### src/psal_pkg.sv
// Package with the transaction types, codes and PLMN decode function of the service area list parser.
`timescale 1ns / 1ps

package psal_pkg;

    // List layout codes from header bits 6..5.
    localparam logic [1:0] LT_PLMN_TACS  = 2'b00;
    localparam logic [1:0] LT_ONE_TAI    = 2'b01;
    localparam logic [1:0] LT_MULTI_TAI  = 2'b10;
    localparam logic [1:0] LT_PLMN_ONLY  = 2'b11;

    // Filler nibble and octet used by the BCD PLMN encoding.
    localparam logic [3:0] FILLER_NIBBLE = 4'hf;
    localparam logic [7:0] FILLER_OCTET  = 8'hff;

    // Parser phases, one-hot.
    typedef enum logic [2:0] {
        PH_IDLE = 3'b001,
        PH_PLMN = 3'b010,
        PH_TAC  = 3'b100
    } phase_t;

    // One octet of the encoded list.
    typedef struct packed {
        logic [7:0] byte_in;
        logic       start_req;
    } item_t;

    // One decoded area.
    typedef struct packed {
        logic        allowed_type;
        logic [1:0]  list_type;
        logic [10:0] mcc;
        logic [10:0] mnc;
        logic        mnc_long;
        logic [23:0] tac;
        logic        has_tac;
        logic        last;
    } result_t;

    // Decoded PLMN as held between octet groups.
    typedef struct packed {
        logic [10:0] mcc;
        logic [10:0] mnc;
        logic        mnc_long;
    } plmn_t;

    // Decode three BCD PLMN octets into MCC, MNC and the long-MNC flag.
    function automatic plmn_t decode_plmn(input logic [7:0] o1, input logic [7:0] o2,
                                          input logic [7:0] o3);
        plmn_t       p;
        logic [3:0]  n3;
        logic [10:0] short_mnc;
        n3        = o2[7:4];
        short_mnc = 11'(o3[3:0]) * 11'd10 + 11'(o3[7:4]);
        p.mcc     = 11'(o1[3:0]) * 11'd100 + 11'(o1[7:4]) * 11'd10 + 11'(o2[3:0]);
        if ((n3 != FILLER_NIBBLE) ||
            ((o1 == FILLER_OCTET) && (o2 == FILLER_OCTET) && (o3 == FILLER_OCTET)))
        begin
            p.mnc      = short_mnc * 11'd10 + 11'(n3);
            p.mnc_long = 1'b1;
        end
        else
        begin
            p.mnc      = short_mnc;
            p.mnc_long = 1'b0;
        end
        return p;
    endfunction

endpackage

### src/psal_parser.sv
// Parser state and per-octet decode step of the service area list parser.
`timescale 1ns / 1ps

module psal_parser (
    input  logic             clk,
    input  logic             rst_n,
    input  logic             step,
    input  psal_pkg::item_t  item,
    output logic             emit,
    output psal_pkg::result_t result
);
    import psal_pkg::*;

    phase_t      phase_reg, phase_next;
    logic [1:0]  layout_reg, layout_next;
    logic        allowed_reg, allowed_next;
    logic [5:0]  remaining_reg, remaining_next;
    logic [1:0]  octet_index_reg, octet_index_next;
    logic [15:0] plmn_octets_reg, plmn_octets_next;
    plmn_t       held_reg, held_next;
    logic [15:0] tac_partial_reg, tac_partial_next;

    plmn_t       plmn_dec;
    logic [5:0]  remaining_dec;

    assign plmn_dec      = decode_plmn(plmn_octets_reg[15:8], plmn_octets_reg[7:0],
                                       item.byte_in);
    assign remaining_dec = (remaining_reg != 6'd0) ? (remaining_reg - 6'd1) : 6'd0;

    // Next-state and result logic for one octet.
    always_comb
    begin
        phase_next       = phase_reg;
        layout_next      = layout_reg;
        allowed_next     = allowed_reg;
        remaining_next   = remaining_reg;
        octet_index_next = octet_index_reg;
        plmn_octets_next = plmn_octets_reg;
        held_next        = held_reg;
        tac_partial_next = tac_partial_reg;
        emit             = 1'b0;
        result.allowed_type = allowed_reg;
        result.list_type    = layout_reg;
        result.mcc          = held_reg.mcc;
        result.mnc          = held_reg.mnc;
        result.mnc_long     = held_reg.mnc_long;
        result.tac          = {tac_partial_reg, item.byte_in};
        result.has_tac      = 1'b1;
        result.last         = (remaining_dec == 6'd0);

        if (item.start_req)
        begin
            // A header always restarts, dropping any unfinished list.
            allowed_next = item.byte_in[7];
            layout_next  = item.byte_in[6:5];
            if ((item.byte_in[6:5] == LT_PLMN_TACS) || (item.byte_in[6:5] == LT_MULTI_TAI))
            begin
                remaining_next = {1'b0, item.byte_in[4:0]} + 6'd1;
            end
            else
            begin
                remaining_next = 6'd1;
            end
            octet_index_next = 2'd0;
            plmn_octets_next = 16'd0;
            tac_partial_next = 16'd0;
            phase_next       = PH_PLMN;
        end
        else
        begin
            unique case (phase_reg)
                PH_PLMN:
                begin
                    if (octet_index_reg != 2'd2)
                    begin
                        plmn_octets_next = {plmn_octets_reg[7:0], item.byte_in};
                        octet_index_next = octet_index_reg + 2'd1;
                    end
                    else
                    begin
                        held_next        = plmn_dec;
                        octet_index_next = 2'd0;
                        if (layout_reg == LT_PLMN_ONLY)
                        begin
                            // PLMN-only list: the single area is reported at once.
                            remaining_next   = 6'd0;
                            phase_next       = PH_IDLE;
                            emit             = 1'b1;
                            result.mcc       = plmn_dec.mcc;
                            result.mnc       = plmn_dec.mnc;
                            result.mnc_long  = plmn_dec.mnc_long;
                            result.tac       = 24'd0;
                            result.has_tac   = 1'b0;
                            result.last      = 1'b1;
                        end
                        else
                        begin
                            phase_next = PH_TAC;
                        end
                    end
                end
                PH_TAC:
                begin
                    if (octet_index_reg != 2'd2)
                    begin
                        tac_partial_next = {tac_partial_reg[7:0], item.byte_in};
                        octet_index_next = octet_index_reg + 2'd1;
                    end
                    else
                    begin
                        octet_index_next = 2'd0;
                        tac_partial_next = 16'd0;
                        remaining_next   = remaining_dec;
                        emit             = 1'b1;
                        if (remaining_dec == 6'd0)
                        begin
                            phase_next = PH_IDLE;
                        end
                        else if (layout_reg == LT_MULTI_TAI)
                        begin
                            phase_next = PH_PLMN;
                        end
                        else
                        begin
                            phase_next = PH_TAC;
                        end
                    end
                end
                default:
                begin
                    // Data octets outside a list are ignored.
                    phase_next = PH_IDLE;
                end
            endcase
        end
    end

    // State registers, updated once per processed octet.
    always_ff @(posedge clk or negedge rst_n)
    begin
        if (!rst_n)
        begin
            phase_reg       <= PH_IDLE;
            layout_reg      <= 2'd0;
            allowed_reg     <= 1'b0;
            remaining_reg   <= 6'd0;
            octet_index_reg <= 2'd0;
            plmn_octets_reg <= 16'd0;
            held_reg        <= '0;
            tac_partial_reg <= 16'd0;
        end
        else if (step)
        begin
            phase_reg       <= phase_next;
            layout_reg      <= layout_next;
            allowed_reg     <= allowed_next;
            remaining_reg   <= remaining_next;
            octet_index_reg <= octet_index_next;
            plmn_octets_reg <= plmn_octets_next;
            held_reg        <= held_next;
            tac_partial_reg <= tac_partial_next;
        end
    end

endmodule

### src/partial_service_area_list_parser_top.sv
// Top level of the partial service area list parser: input register, parser and result register.
`timescale 1ns / 1ps

// Byte-serial decoder for a NAS partial service area list. One octet is taken per clock cycle
// on the item channel; an octet with start_req set is a list header and restarts the parser,
// dropping any unfinished list. Each completed area gives one transaction on the result
// channel once its final octet has passed through the input register, where the octet is
// decoded against the parser state, and then through the result register. The
// header and the octets that only fill a PLMN or TAC group give no result. Both registers
// advance together whenever the result register is empty or being read, so the sustained
// rate is one octet per cycle, and a stalled result channel holds off the item channel.

module partial_service_area_list_parser_top (
    input  logic              clk,
    input  logic              rst_n,
    input  logic              item_valid,
    output logic              item_ready,
    input  psal_pkg::item_t   item,
    output logic              result_valid,
    input  logic              result_ready,
    output psal_pkg::result_t result
);
    import psal_pkg::*;

    logic    stage_valid_reg;
    item_t   stage_reg;
    logic    advance;
    logic    emit;
    result_t result_next;
    logic    result_valid_reg;
    result_t result_reg;

    // The staged octet is processed when the result register can take its outcome.
    assign advance    = stage_valid_reg && (!result_valid_reg || result_ready);
    assign item_ready = !stage_valid_reg || advance;

    // Input register.
    always_ff @(posedge clk or negedge rst_n)
    begin
        if (!rst_n)
        begin
            stage_valid_reg <= 1'b0;
        end
        else if (item_ready)
        begin
            stage_valid_reg <= item_valid;
        end
    end

    always_ff @(posedge clk)
    begin
        if (item_ready && item_valid)
        begin
            stage_reg <= item;
        end
    end

    psal_parser u_parser (
        .clk    (clk),
        .rst_n  (rst_n),
        .step   (advance),
        .item   (stage_reg),
        .emit   (emit),
        .result (result_next)
    );

    // Result register.
    always_ff @(posedge clk or negedge rst_n)
    begin
        if (!rst_n)
        begin
            result_valid_reg <= 1'b0;
        end
        else if (advance)
        begin
            result_valid_reg <= emit;
        end
        else if (result_ready)
        begin
            result_valid_reg <= 1'b0;
        end
    end

    always_ff @(posedge clk)
    begin
        if (advance && emit)
        begin
            result_reg <= result_next;
        end
    end

    assign result_valid = result_valid_reg;
    assign result       = result_reg;

`ifndef SYNTHESIS
    // An area without a TAC only comes from a PLMN-only list and is always its last area.
    a_no_tac_plmn_only: assert property (@(posedge clk) disable iff (!rst_n)
        (result_valid && !result.has_tac) |->
        (result.last && (result.list_type == LT_PLMN_ONLY) && (result.tac == 24'd0)))
        else $error("area without TAC outside a PLMN-only list");

    // A single-TAI list holds exactly one area.
    a_one_tai_last: assert property (@(posedge clk) disable iff (!rst_n)
        (result_valid && (result.list_type == LT_ONE_TAI)) |-> result.last)
        else $error("single-TAI list gave a non-final area");

    // A staged octet is held while the result channel is stalled.
    a_stage_held: assert property (@(posedge clk) disable iff (!rst_n)
        (stage_valid_reg && result_valid_reg && !result_ready) |=>
        (stage_valid_reg && $stable(stage_reg)))
        else $error("staged octet lost under back-pressure");
`endif

endmodule

### config.mk
export PLATFORM = sky130hd
export DESIGN_NAME = partial_service_area_list_parser_top
export DESIGN_NICKNAME = d
export VERILOG_FILES = /design/src/psal_pkg.sv /design/src/psal_parser.sv /design/src/partial_service_area_list_parser_top.sv
export SDC_FILE = /design/constraint.sdc
export NUM_CORES = 1
export LEC_CHECK = 0
export ABC_AREA = 1
export BUFFER_PORTS_ARGS = -buffer_cell sky130_fd_sc_hd__buf_2
export CAP_MARGIN = 20
export CORE_ASPECT_RATIO = 1.75
export CORE_UTILIZATION = 60
export DETAILED_ROUTE_END_ITERATION = 12
export PLACE_DENSITY = 0.82
export SYNTH_ARGS = -nofsm -noshare
export SYNTH_HDL_FRONTEND = slang
export SYNTH_HIERARCHICAL = 1
export SYNTH_SLANG_ARGS = --single-unit
### constraint.sdc
create_clock -name clk -period 4.23 [get_ports clk]
set_input_delay 0.6345 -clock clk [delete_from_list [all_inputs] [get_ports clk]]
set_output_delay 0.6345 -clock clk [all_outputs]
set_load 0.005 [all_outputs]
# Word-level counts from Yosys, hierarchy flattened
# Cells that the tools add are included.
# word_totals
in_bits,13
wordCells,113
out_inout_bits,54
ff_bits,132
# classes
mul,4
bitwise_logic,3
eq_ne,13
addsub,7
muxes,35
reduce_logical,29
# ops
operator,n
$mux W49,4
$mux W16,6
$mux W6,6
$eq A8 B8 Y1 const B,3
$add A11 B4 Y11,2
$mux W3,6
$mul A4 B3 Y7 const B,2
$mux W12,1
$pmux W6 S2,1
$add A11 B8 Y11,1
$mul A11 B3 Y10 const B,1
$reduce_bool A2 Y1,5
$add A8 B4 Y9,1
$mul A4 B5 Y9 const B,1
$add A5 B1 Y6 const B,1
$eq A2 B2 Y1 const B,3
$logic_not A6 Y1,1
$mux W1,6
$mux W2,3
$ne A3 B3 Y1 const B,2
$pmux W3 S2,1
$reduce_and A2 Y1,3
$reduce_and A3 Y1,2
$reduce_bool A6 Y1,1
18 further kinds,28

# Depth between registers and ports, before layout
# logic_depth
word_depth,9
mapped_depth,23
depth_no_buf,23

# Cells and area by module
# Netlist, hierarchy kept.
# modules_own_cells
module,cells_per_inst,instances,seq_area_each_um2,area_each_um2
psal_parser,721,1,1727.9,5266.3
partial_service_area_list_parser_top,76,1,1881.8,1938.1

# Worst setup path after synthesis
# OpenSTA, ideal clock, no wires.
# synth_path
path_kind,flip-flop to flip-flop
startpoint,register u_parser.phase_reg[2]
endpoint,"register result_reg, in the netlist result[0], enable pin"
arrival_ps,3169
path_stages_with_launch,8
path_buffers,0
synth_period_minus_slack_ps,3631
slack_ps,599
t_required_ps,3768
setup_ps,462
path_cell_list,dfrtp_1 nor3_2 inv_1 nor2_1 inv_1 a21oi_1 inv_1 nor2_1
# synth_between
elab_chain_len,4
word_cells_on_any_way,5
cone_classes,eq/ne (2); mux (2); reduce/logical (1)
# synth_lines
item,line_no,source
start: declaration,psal_parser.sv:14,"phase_t phase_reg, phase_next;"
start signal: assignment,psal_parser.sv:154,phase_reg <= phase_next;
$eq A3 B3 Y1 or $eq A3 B2 Y1 (tied branches),psal_parser.sv:71,unique case (phase_reg)
$pmux W1 S2 *,psal_parser.sv:71,
$mux W1 *,psal_parser.sv:51,if (item.start_req)
net emit,partial_service_area_list_parser_top.sv:28,logic emit;
$logic_and A1 B1 Y1 *,partial_service_area_list_parser_top.sv:86,if (advance && emit)
end signal: assignment,partial_service_area_list_parser_top.sv:88,result_reg <= result_next;
end: declaration,partial_service_area_list_parser_top.sv:31,result_t result_reg;
# The timed path passes the listed nets; every way through them passes the cells marked *.
# A chain may end at the register's enable or synchronous reset.

==> impl_metrics.prom <==
# TYPE chip_impl_metric gauge
chip_impl_metric{name="required",unit="ns"} 4.39
chip_impl_metric{name="cell_area_after_placement",unit="sq um"} 7630
chip_impl_metric{name="synth_largest_type_area_fraction",unit="%"} 25.4
chip_impl_info{name="critical_path.cell_chain",value="ha_1 > ha_1 > a21oi_1 > nand2_1 > xnor2_1 > inv_1 > ha_1 > fa_1 > nand2_1 > nor2_1 > nand2_1 > a21oi_2 > nand3_1 > nor2_1 > nand3_1 > nand3_2 > a21oi_2"} 1
chip_impl_info{name="hold_path.class",value="primary input to asynchronous set/reset pin"} 1
chip_impl_metric{name="place.port_buffers",unit=""} 66
chip_impl_metric{name="worstPathMaxFanout",unit=""} 6
chip_impl_metric{name="achievable-frequency",unit="MHz"} 259
chip_impl_info{name="status",value="complete, but fails checks"} 1
chip_impl_metric{name="synth-warning-count",unit=""} 6
chip_impl_metric{name="slew_viol_final",unit=""} 0
chip_impl_metric{name="gr_ovfl_total",unit=""} 0
chip_impl_metric{name="fin_nets",unit=""} 940
chip_impl_metric{name="pwr_density_cell",unit="nW/um^2"} 624
chip_impl_metric{name="synth_seq_cells",unit=""} 132
chip_impl_metric{name="synth_compound_gate_area_share",unit="%"} 9.57
chip_impl_metric{name="vias_in_the_first_global_route",unit=""} 5593
chip_impl_metric{name="worst_clock_skew",unit="ns"} 0.00840
chip_impl_metric{name="cts_htree_levels",unit=""} 4
chip_impl_metric{name="areaGrowthSynthToFinish",unit="%"} 14.4
chip_impl_metric{name="power_share_of_the_combinational_group",unit="%"} 36.2
chip_impl_metric{name="internal_power",unit="mW"} 3.15
chip_impl_metric{name="maximum_count_of_clock_buffers_along_a_single_path",unit=""} 2
chip_impl_metric{name="layout_filler_cell_count",unit=""} 854
chip_impl_metric{name="row_count",unit=""} 52
chip_impl_metric{name="seqCellArea",unit="sq um"} 3610
chip_impl_info{name="synthFlopType",value="sky130_fd_sc_hd__dfrtp_1"} 1
chip_impl_metric{name="yosys.area_share.adder",unit="%"} 11.4
chip_impl_info{name="ys_top_cells_by_count",value="sky130_fd_sc_hd__nand2_1 (181), sky130_fd_sc_hd__inv_1 (120), sky130_fd_sc_hd__o21ai_0 (86)"} 1
chip_impl_info{name="netlist.top_cell.by_area",value="sky130_fd_sc_hd__edfxtp_1"} 1
chip_impl_metric{name="asyncSetResetFlopFracSynth",unit="%"} 53.8
chip_impl_metric{name="clk_pin_slew_worst_paths",unit="ns"} 0.06
chip_impl_metric{name="p_leak",unit="nW"} 3.98
chip_impl_metric{name="totalNegativeSetupSlack",unit="ns"} 0
chip_impl_metric{name="multi_input_area",unit="sq um"} 3030
chip_impl_metric{name="postCtsSetupBuffers",unit=""} 0
chip_impl_metric{name="grt_max_degree",unit=""} 49
chip_impl_metric{name="post-layout-total-power",unit="mW"} 5.14
chip_impl_metric{name="final_wl",unit="um"} 15900
chip_impl_metric{name="path_buf_inv",unit=""} 1
chip_impl_metric{name="sw_frac_of_total",unit="%"} 38.8
chip_impl_metric{name="fin_crit_sh",unit="%"} 91.3
chip_impl_info{name="timing.critical_path.slowest_stage_cell",value="sky130_fd_sc_hd__fa_1"} 1
chip_impl_metric{name="antenna-diode-count",unit=""} 0
chip_impl_metric{name="drv.max_cap_violation_count",unit=""} 0
chip_impl_metric{name="vdd_drop_max",unit="uV"} 306
chip_impl_metric{name="design.die.area",unit="sq um"} 12500
chip_impl_info{name="synth.top_cells.by_area",value="sky130_fd_sc_hd__edfxtp_1 (25%), sky130_fd_sc_hd__dfrtp_1 (24%), sky130_fd_sc_hd__nand2_1 (9.4%)"} 1
chip_impl_metric{name="post-route-cell-area",unit="sq um"} 8240
chip_impl_metric{name="grt_first_pass_wirelength",unit="um"} 25500
chip_impl_metric{name="post_dr_wirelength_cell",unit="um"} 15.7
chip_impl_metric{name="clock_sink_count",unit=""} 132
chip_impl_metric{name="seq_area_frac_synth",unit="%"} 50.1
chip_impl_metric{name="worst-slew-pin-transition",unit="ns"} 0.855
chip_impl_metric{name="initial_core_util",unit="%"} 61.9
chip_impl_metric{name="simple_gate_portion_of_the_synthesized_area",unit="%"} 18.7
chip_impl_info{name="rsz0062_at_grt",value="no"} 1
chip_impl_metric{name="gp_congestion",unit=""} 0.918
chip_impl_metric{name="netlist_area",unit="sq um"} 7200
chip_impl_metric{name="finalWorstPathRequiredPeriod",unit="ns"} 3.86
chip_impl_metric{name="grt.total_usage",unit="%"} 26.6
chip_impl_metric{name="drtPass1Iterations",unit=""} 10
chip_impl_metric{name="timing.hold.ws",unit="ns"} 0.143
chip_impl_metric{name="synth-edff-count",unit=""} 61
chip_impl_info{name="tritoncts",value="built"} 1
chip_impl_metric{name="layout_cell_share_with_drive_strength_beyond_1",unit="%"} 14.8
chip_impl_metric{name="p_sw",unit="mW"} 1.99
chip_impl_metric{name="synth_nets",unit=""} 870
chip_impl_info{name="synth_most_common_cell",value="sky130_fd_sc_hd__nand2_1"} 1
chip_impl_info{name="violations",value="DRC"} 1
chip_impl_metric{name="drc",unit=""} 3
chip_impl_metric{name="yosys.area_share.xor_xnor",unit="%"} 2.31
chip_impl_metric{name="finalSetupViolCount",unit=""} 0
chip_impl_metric{name="via_density_per_instance",unit=""} 5.63
chip_impl_metric{name="worst_skew_pair.late_latency",unit="ns"} 0.42
chip_impl_metric{name="slew_headroom",unit="%"} 42.8
chip_impl_metric{name="die_height",unit="um"} 147
chip_impl_info{name="root_buffer",value="sky130_fd_sc_hd__clkbuf_16"} 1
chip_impl_metric{name="synth.avg_cell_area",unit="sq um"} 9.04
chip_impl_info{name="worst-setup-path-type",value="register to register"} 1
chip_impl_metric{name="cts-buffers-inserted",unit=""} 17
chip_impl_metric{name="cts_repair_resize_count",unit=""} 0
chip_impl_metric{name="drt_iter0_markers",unit=""} 464
chip_impl_metric{name="post_synth_inst_count",unit=""} 797
chip_impl_metric{name="synth.mux.area_fraction",unit="%"} 0
chip_impl_metric{name="total_half_perimeter_wirelength_after_legalization_and_detailed_placement",unit="um"} 10900
chip_impl_metric{name="max_reg_flops",unit=""} 52
chip_impl_metric{name="num_io_pins",unit=""} 67
chip_impl_metric{name="cp_data_arrival_time",unit="ns"} 4.02
chip_impl_info{name="setup.worst_path.start_class",value="register"} 1
chip_impl_metric{name="number_of_antenna_violations_at_the_first_check_in_global_routing",unit=""} 0
chip_impl_metric{name="critical-path-max-stage-delay",unit="ns"} 0.62
chip_impl_metric{name="power_frac_clock",unit="%"} 28.3
chip_impl_metric{name="drtAntennaViolNets",unit=""} 0
chip_impl_metric{name="core-area",unit="sq um"} 11600
chip_impl_metric{name="hold_violations",unit=""} 0
chip_impl_info{name="synth_top_family_by_area",value="simple AND/OR/NAND/NOR gates"} 1
chip_impl_metric{name="hold_buffers",unit=""} 0
chip_impl_metric{name="vias",unit=""} 5713
chip_impl_metric{name="die_extent_in_x",unit="um"} 84.8
chip_impl_info{name="setup.worst_path.end_class",value="register"} 1
chip_impl_info{name="worst_path_dominant_cell_family",value="adder cells"} 1
chip_impl_metric{name="yosysUniqueCellTypes",unit=""} 38
chip_impl_metric{name="seq_power_share",unit="%"} 35.5
[routing by layer]
layer	share of wire, %	routed length, um	vias up	track usage [%]
li1	-	-	2751	-
met3	4.3	688	53	5.11
met1	35	5570	2713	27.6
met2	56	8860	196	48.4
met5	0	0	-	0
met4	5.0	799	0	16.9
[final cells by class]
class | instances | share of cell area, %
Clock buffer | 17 | 5.16
Clock inverter | 15 | 1.93
Inverter | 124 | 5.65
Multi-Input combinational cell | 521 | 36.8
Sequential cell | 132 | 43.8
Tap cell | 135 | 2.05
Timing Repair Buffer | 71 | 4.62
[worst reg2reg max path: stages, from the launching register on]
cell	delay [ns]
sky130_fd_sc_hd__edfxtp_1	0.49
sky130_fd_sc_hd__ha_1	0.33
sky130_fd_sc_hd__ha_1	0.34
sky130_fd_sc_hd__a21oi_1	0.16
sky130_fd_sc_hd__nand2_1	0.09
sky130_fd_sc_hd__xnor2_1	0.20
sky130_fd_sc_hd__inv_1	0.09
sky130_fd_sc_hd__ha_1	0.34
sky130_fd_sc_hd__fa_1	0.62
sky130_fd_sc_hd__nand2_1	0.09
sky130_fd_sc_hd__nor2_1	0.10
sky130_fd_sc_hd__nand2_1	0.08
sky130_fd_sc_hd__a21oi_2	0.18
sky130_fd_sc_hd__nand3_1	0.12
sky130_fd_sc_hd__nor2_1	0.11
sky130_fd_sc_hd__nand3_1	0.10
sky130_fd_sc_hd__nand3_2	0.11
sky130_fd_sc_hd__a21oi_2	0.07
[worst paths after layout]
path	slack [ns]	cells past startpoint	endpoint	startpoint
max reg2reg	0.37	17	result[37]	stage_reg[3]
max	0.37	17	result[37]	stage_reg[3]
min in group clk	0.39	1	stage_reg[0]	item[0]
max in group asynchronous	3.17	3	u_parser/held_reg[6]	rst_n
min reg2reg	0.46	0	result[51]	u_parser/allowed_reg
min	0.14	1	u_parser/tac_partial_reg[8]	rst_n
[cell usage in the layout (no fill, tap or decap), types with 11 or more instances in the layout]
master,count
sky130_fd_sc_hd__inv_1,120
sky130_fd_sc_hd__nand3_1,37
sky130_fd_sc_hd__xnor2_1,13
sky130_fd_sc_hd__nand4_1,11
sky130_fd_sc_hd__dfrtp_1,70
sky130_fd_sc_hd__clkbuf_16,17
sky130_fd_sc_hd__a21oi_1,15
sky130_fd_sc_hd__edfxtp_1,61
sky130_fd_sc_hd__nor2_1,60
sky130_fd_sc_hd__ha_1,51
sky130_fd_sc_hd__nand2_1,181
sky130_fd_sc_hd__o21ai_1,12
sky130_fd_sc_hd__o21ai_0,86
sky130_fd_sc_hd__buf_2,66
[cells by family after synthesis]
kind of cell,count (synthesis)
buf+inv,144
xor+xnor,19
fa+ha+maj,60
flops,132
simple gates,312
compound gates,130
[metrics by stage]
stage	setup slack [ns]	utilization, %	std cells
floorplan	0.599	-	797
global placement	0.420	65.5	982
detailed placement	0.372	65.5	982
CTS	0.347	70.5	1014
global route	0.0363	70.8	1015
finish	0.370	70.8	1015
[power groups by stage]
stage,logic (mW),clock network [mW],registers (mW)
final,1.86,1.45,1.83
after global routing,2.10,1.52,1.85
after CTS,1.85,1.47,1.82
after detailed placement,1.80,0,1.83
after global placement,1.75,0,1.83
after floorplan,1.41,0,1.79
Note: power is estimated with default switching activity, not from simulation.
